File: src/rtl/mclm_pkg.sv
// ============================================================================
// mclm_pkg
// Shared types and codes for the mutex and condition lock manager.
// ============================================================================
package mclm_pkg;

    localparam int ID_W      = 31;
    localparam int PROC_W    = 16;
    localparam int FUNC_W    = 3;
    localparam int STAT_W    = 2;
    localparam int S_TDATA_W = 80;
    localparam int M_TDATA_W = 24;

    typedef logic [FUNC_W-1:0] func_t;
    typedef logic [STAT_W-1:0] stat_t;

    // Operation codes.
    localparam func_t FN_LOCK   = 3'd0;
    localparam func_t FN_UNLOCK = 3'd1;
    localparam func_t FN_WAIT   = 3'd2;
    localparam func_t FN_BCAST  = 3'd3;
    localparam func_t FN_CLEAN  = 3'd4;

    // Final status codes.
    localparam stat_t ST_OK     = 2'd0;
    localparam stat_t ST_QUEUED = 2'd1;
    localparam stat_t ST_NONE   = 2'd2;
    localparam stat_t ST_FULL   = 2'd3;

    // Operation applied to every cell of the wait queue in the same cycle.
    typedef struct packed {
        logic wr;
        logic drop;
    } wq_op_t;

endpackage

File: src/rtl/mclm_wait_cell.sv
// ============================================================================
// mclm_wait_cell
// One entry of the FIFO wait queue. On a drop, every cell at or above the
// dropped position takes its right neighbor's entry; on a write, the cell at
// the fill position takes the new entry.
// ============================================================================
module mclm_wait_cell #(
    parameter int IDX = 0,
    parameter int CW  = 6,
    parameter int PW  = 16
) (
    input  logic                       aclk,
    input  mclm_pkg::wq_op_t           op,
    input  logic [CW-1:0]              wr_pos,
    input  logic [CW-1:0]              drop_pos,
    input  logic [mclm_pkg::ID_W-1:0]  new_mutex,
    input  logic [PW-1:0]              new_proc,
    input  logic [mclm_pkg::ID_W-1:0]  right_mutex,
    input  logic [PW-1:0]              right_proc,
    output logic [mclm_pkg::ID_W-1:0]  mutex,
    output logic [PW-1:0]              proc
);

    logic [mclm_pkg::ID_W-1:0] mutex_reg, mutex_next;
    logic [PW-1:0]             proc_reg, proc_next;

    // Select shift, load or hold for this entry.
    always_comb begin
        mutex_next = mutex_reg;
        proc_next  = proc_reg;
        if (op.drop && (CW'(IDX) >= drop_pos)) begin
            mutex_next = right_mutex;
            proc_next  = right_proc;
        end else if (op.wr && (CW'(IDX) == wr_pos)) begin
            mutex_next = new_mutex;
            proc_next  = new_proc;
        end
    end

    always_ff @(posedge aclk) begin
        mutex_reg <= mutex_next;
        proc_reg  <= proc_next;
    end

    assign mutex = mutex_reg;
    assign proc  = proc_reg;

endmodule

File: config.mk
export PLATFORM = sky130hd
export DESIGN_NAME = mclm_wait_cell
export DESIGN_NICKNAME = d
export VERILOG_FILES = /design/src/rtl/mclm_pkg.sv /design/src/rtl/mclm_wait_cell.sv
export SDC_FILE = /design/constraint.sdc
export NUM_CORES = 1
export LEC_CHECK = 0
export ABC_CLOCK_PERIOD_IN_PS = 8350
export BUFFER_PORTS_ARGS = -buffer_cell sky130_fd_sc_hd__buf_2
export CAP_MARGIN = 0
export CELL_PAD_IN_SITES_DETAIL_PLACEMENT = 2
export CELL_PAD_IN_SITES_GLOBAL_PLACEMENT = 2
export CORE_MARGIN = 5
export CORE_UTILIZATION = 24
export CTS_CLUSTER_SIZE = 25
export DETAILED_ROUTE_END_ITERATION = 10
export PLACE_DENSITY_LB_ADDON = 0.05
export SETUP_SLACK_MARGIN = 0.02
export SLEW_MARGIN = 20
export SYNTH_ARGS = -nofsm -noshare
export SYNTH_HDL_FRONTEND = slang
export SYNTH_SLANG_ARGS = --single-unit
File: constraint.sdc
create_clock -name aclk -period 8.35 [get_ports aclk]
set_input_delay 0.4175 -clock aclk [delete_from_list [all_inputs] [get_ports aclk]]
set_output_delay 0.4175 -clock aclk [all_outputs]
set_load 0.03 [all_outputs]
==> metrics.md <==
| Metric | Value |
|---|---|
| Synthesized flop and latch total | `47` |
| Post-CTS setup buffers | `0` |
| RSZ-0062 raised after global routing | `false` |
| Fraction of layout cells with a size suffix above 1 | `80.3%` |
| WP data required | `8280 ps` |
| Setup Crit Path Kind | `input pin to flip-flop` |
| DR vias | `1544` |
| Maximum vdd ir drop | `0.0000599 V` |
| Post-synth net total | `213` |
| Clk buf depth | `2` |
| CTS Hold Bufs | `0` |
| Critical-path top delay cell | `buf_4` |
| Std cell rows | `34` |
| Drt first pass iters | `3` |
| Sum Neg Setup Slack | `0 ps` |
| Detailed-route vias per instance | `4.15` |
| Initial Util | `24.3%` |
| Final min period | `2110 ps` |
| Total wire length | `6030 um` |
| Vias in the first global route | `1701` |
| Die Footprint | `10700 sq um` |
| Total CTS buffers | `5` |
| Layout net count | `372` |
| Initial DRC Count | `13` |
| Max frequency | `474 MHz` |
| Die Ht | `103 um` |
| Hold Crit Class | `input pin to flip-flop` |
| Number of routed nets with antenna violations | `0` |
| Fin. max-slew vios | `0` |
| Largest net degree at the start of global routing | `49` |
| Number of max-cap violations | `0` |
| Cells after Synth | `104` |
| Final Cycle Share | `25.3%` |
| Critical path launch point type | `input pin` |
| Worst slew margin | `50.9%` |
| Dpl cell area | `2980 sq um` |
| Post-synth top area share | `67.7%` |
| Final Hold Vio Count | `0` |
| Register area share after synthesis | `67.7%` |
| Max incr delay on CP | `560 ps` |
| Core Area | `8590 sq um` |
| First-pass GRT wire length | `8420 um` |
| N_diodes | `0` |
| Arrival @ worst endpoint | `2040 ps` |
| Final Util | `35.7%` |
| Largest area contributor in the netlist | `edfxtp_1` |
| Clock tree from TritonCTS | `built` |
| Critical-path cell list | `buf_2 -> nor4_1 -> nand3_2 -> buf_4 -> o41ai_2 -> buf_4` |
| Static Leakage | `1.40 nW` |
| Gr ovfl total | `0` |
| Setup WS pre-CTS | `5870 ps` |
| Gpl congestion | `0.665` |
| Clk root buf | `clkbuf_8` |
| PortBufs | `155` |
| Critical Path Fanout Max | `48` |
| Max reg flops | `31` |
| Clk sink count | `47` |
| Initial antenna violation count | `1` |
| Setup WS post-layout | `6240 ps` |
| Least-Margin Pin Slew | `737 ps` |
| Netlist cell types | `11` |
| Synthesis-to-finish area growth | `46.9%` |
| Hold Path Depth | `2` |
| Setup violations, final | `0` |
| Non-Filler Cell Area, Final | `3060 sq um` |
| Post-CTS sizing | `0` |
| Die width | `103 um` |
| Syn avg cell area | `20.1 sq um` |
| Clk slew on worst S/H paths | `80 ps` |
| Syn. warnings | `0` |
| Synth area leaders | `edfxtp_1 68%, mux2_2 15%, mux2_4 14%, buf_6 1.1%, buf_2 0.48%` |
| Critical path capture point type | `flip-flop` |
| Top Ports | `156` |
| WL per Instance | `16.2 um` |
| Status | `finished clean` |
| Critical Path Most Common Cell | `buf_4` |
| Power per cell area | `144 nW/um^2` |
| H-tree Lvls | `2` |
| Synthesized cell area | `2090 sq um` |
| DRC Markers | `0` |
| Gr usage total | `10.7%` |
cell usage in the layout (no fill, tap or decap):
cell type,instances
buf_2,155
buf_4,2
clkinv_1,2
mux2_2,28
mux2_4,19
clkbuf_1,1
nor2_1,1
clkbuf_8,5
o41ai_2,1
nand3_2,1
nor4_1,1
edfxtp_1,47
or4b_2,1
per-layer routing:
layer,wire (um),vias to the layer above,track usage [%]
met3,748,8,5.57
met2,3110,80,18.8
met4,63,2,2.99
li1,-,726,-
met5,7,-,0
met1,2110,728,11.2
power by group:
part / switching (mW) / internal [mW] / total [mW]
sequential: 0.000648 / 0.263 / 0.263
clock: 0.0712 / 0.0572 / 0.128
combinational: 0.0185 / 0.0316 / 0.0501
total: 0.0904 / 0.351 / 0.442
per-stage QoR:
step	std cells	hold slack, ps	total power [mW]
after floorplan	104	635	0.291
after global placement	364	718	0.318
after detailed placement	364	721	0.320
after CTS	372	405	0.451
after global routing	372	403	0.463
final	372	421	0.442
cell usage after synthesis:
master	n
buf_2	2
buf_4	1
buf_6	2
edfxtp_1	47
mux2_2	28
mux2_4	19
nand3_1	1
nor2_1	1
nor4_1	1
o41ai_1	1
or4b_2	1
cell type report:
type / count / area, sq um
fill: 954 / 5530
sequential: 47 / 1410
timing repair buffer: 157 / 791
multi-input combinational: 52 / 647
tap: 108 / 135
clock buffer: 6 / 72.6
clock inverter: 2 / 7.51
worst max-delay path: cells and delay by family:
family | cells | cell delay [ps]
buffers and inverters | 3 | 1030
and+or+nand+nor | 2 | 430
AOI/OAI and AO/OA | 1 | 120
cell families (layout without fill, tap and decap cells):
logic type,count (synthesis),in the layout,synth area share [%]
AO/OA/AOI/OAI,1,1,0.420
buffers and inverters,5,165,1.92
flip-flops,47,47,67.7
multiplexers,47,47,28.8
AND/OR/NAND/NOR,4,4,1.20
final timing paths:
kind       startpoint        end  slack, ps
min   right_mutex[26]  mutex[26]        420
max       drop_pos[5]  mutex[14]       6240
(Power assumes the default switching activity.)
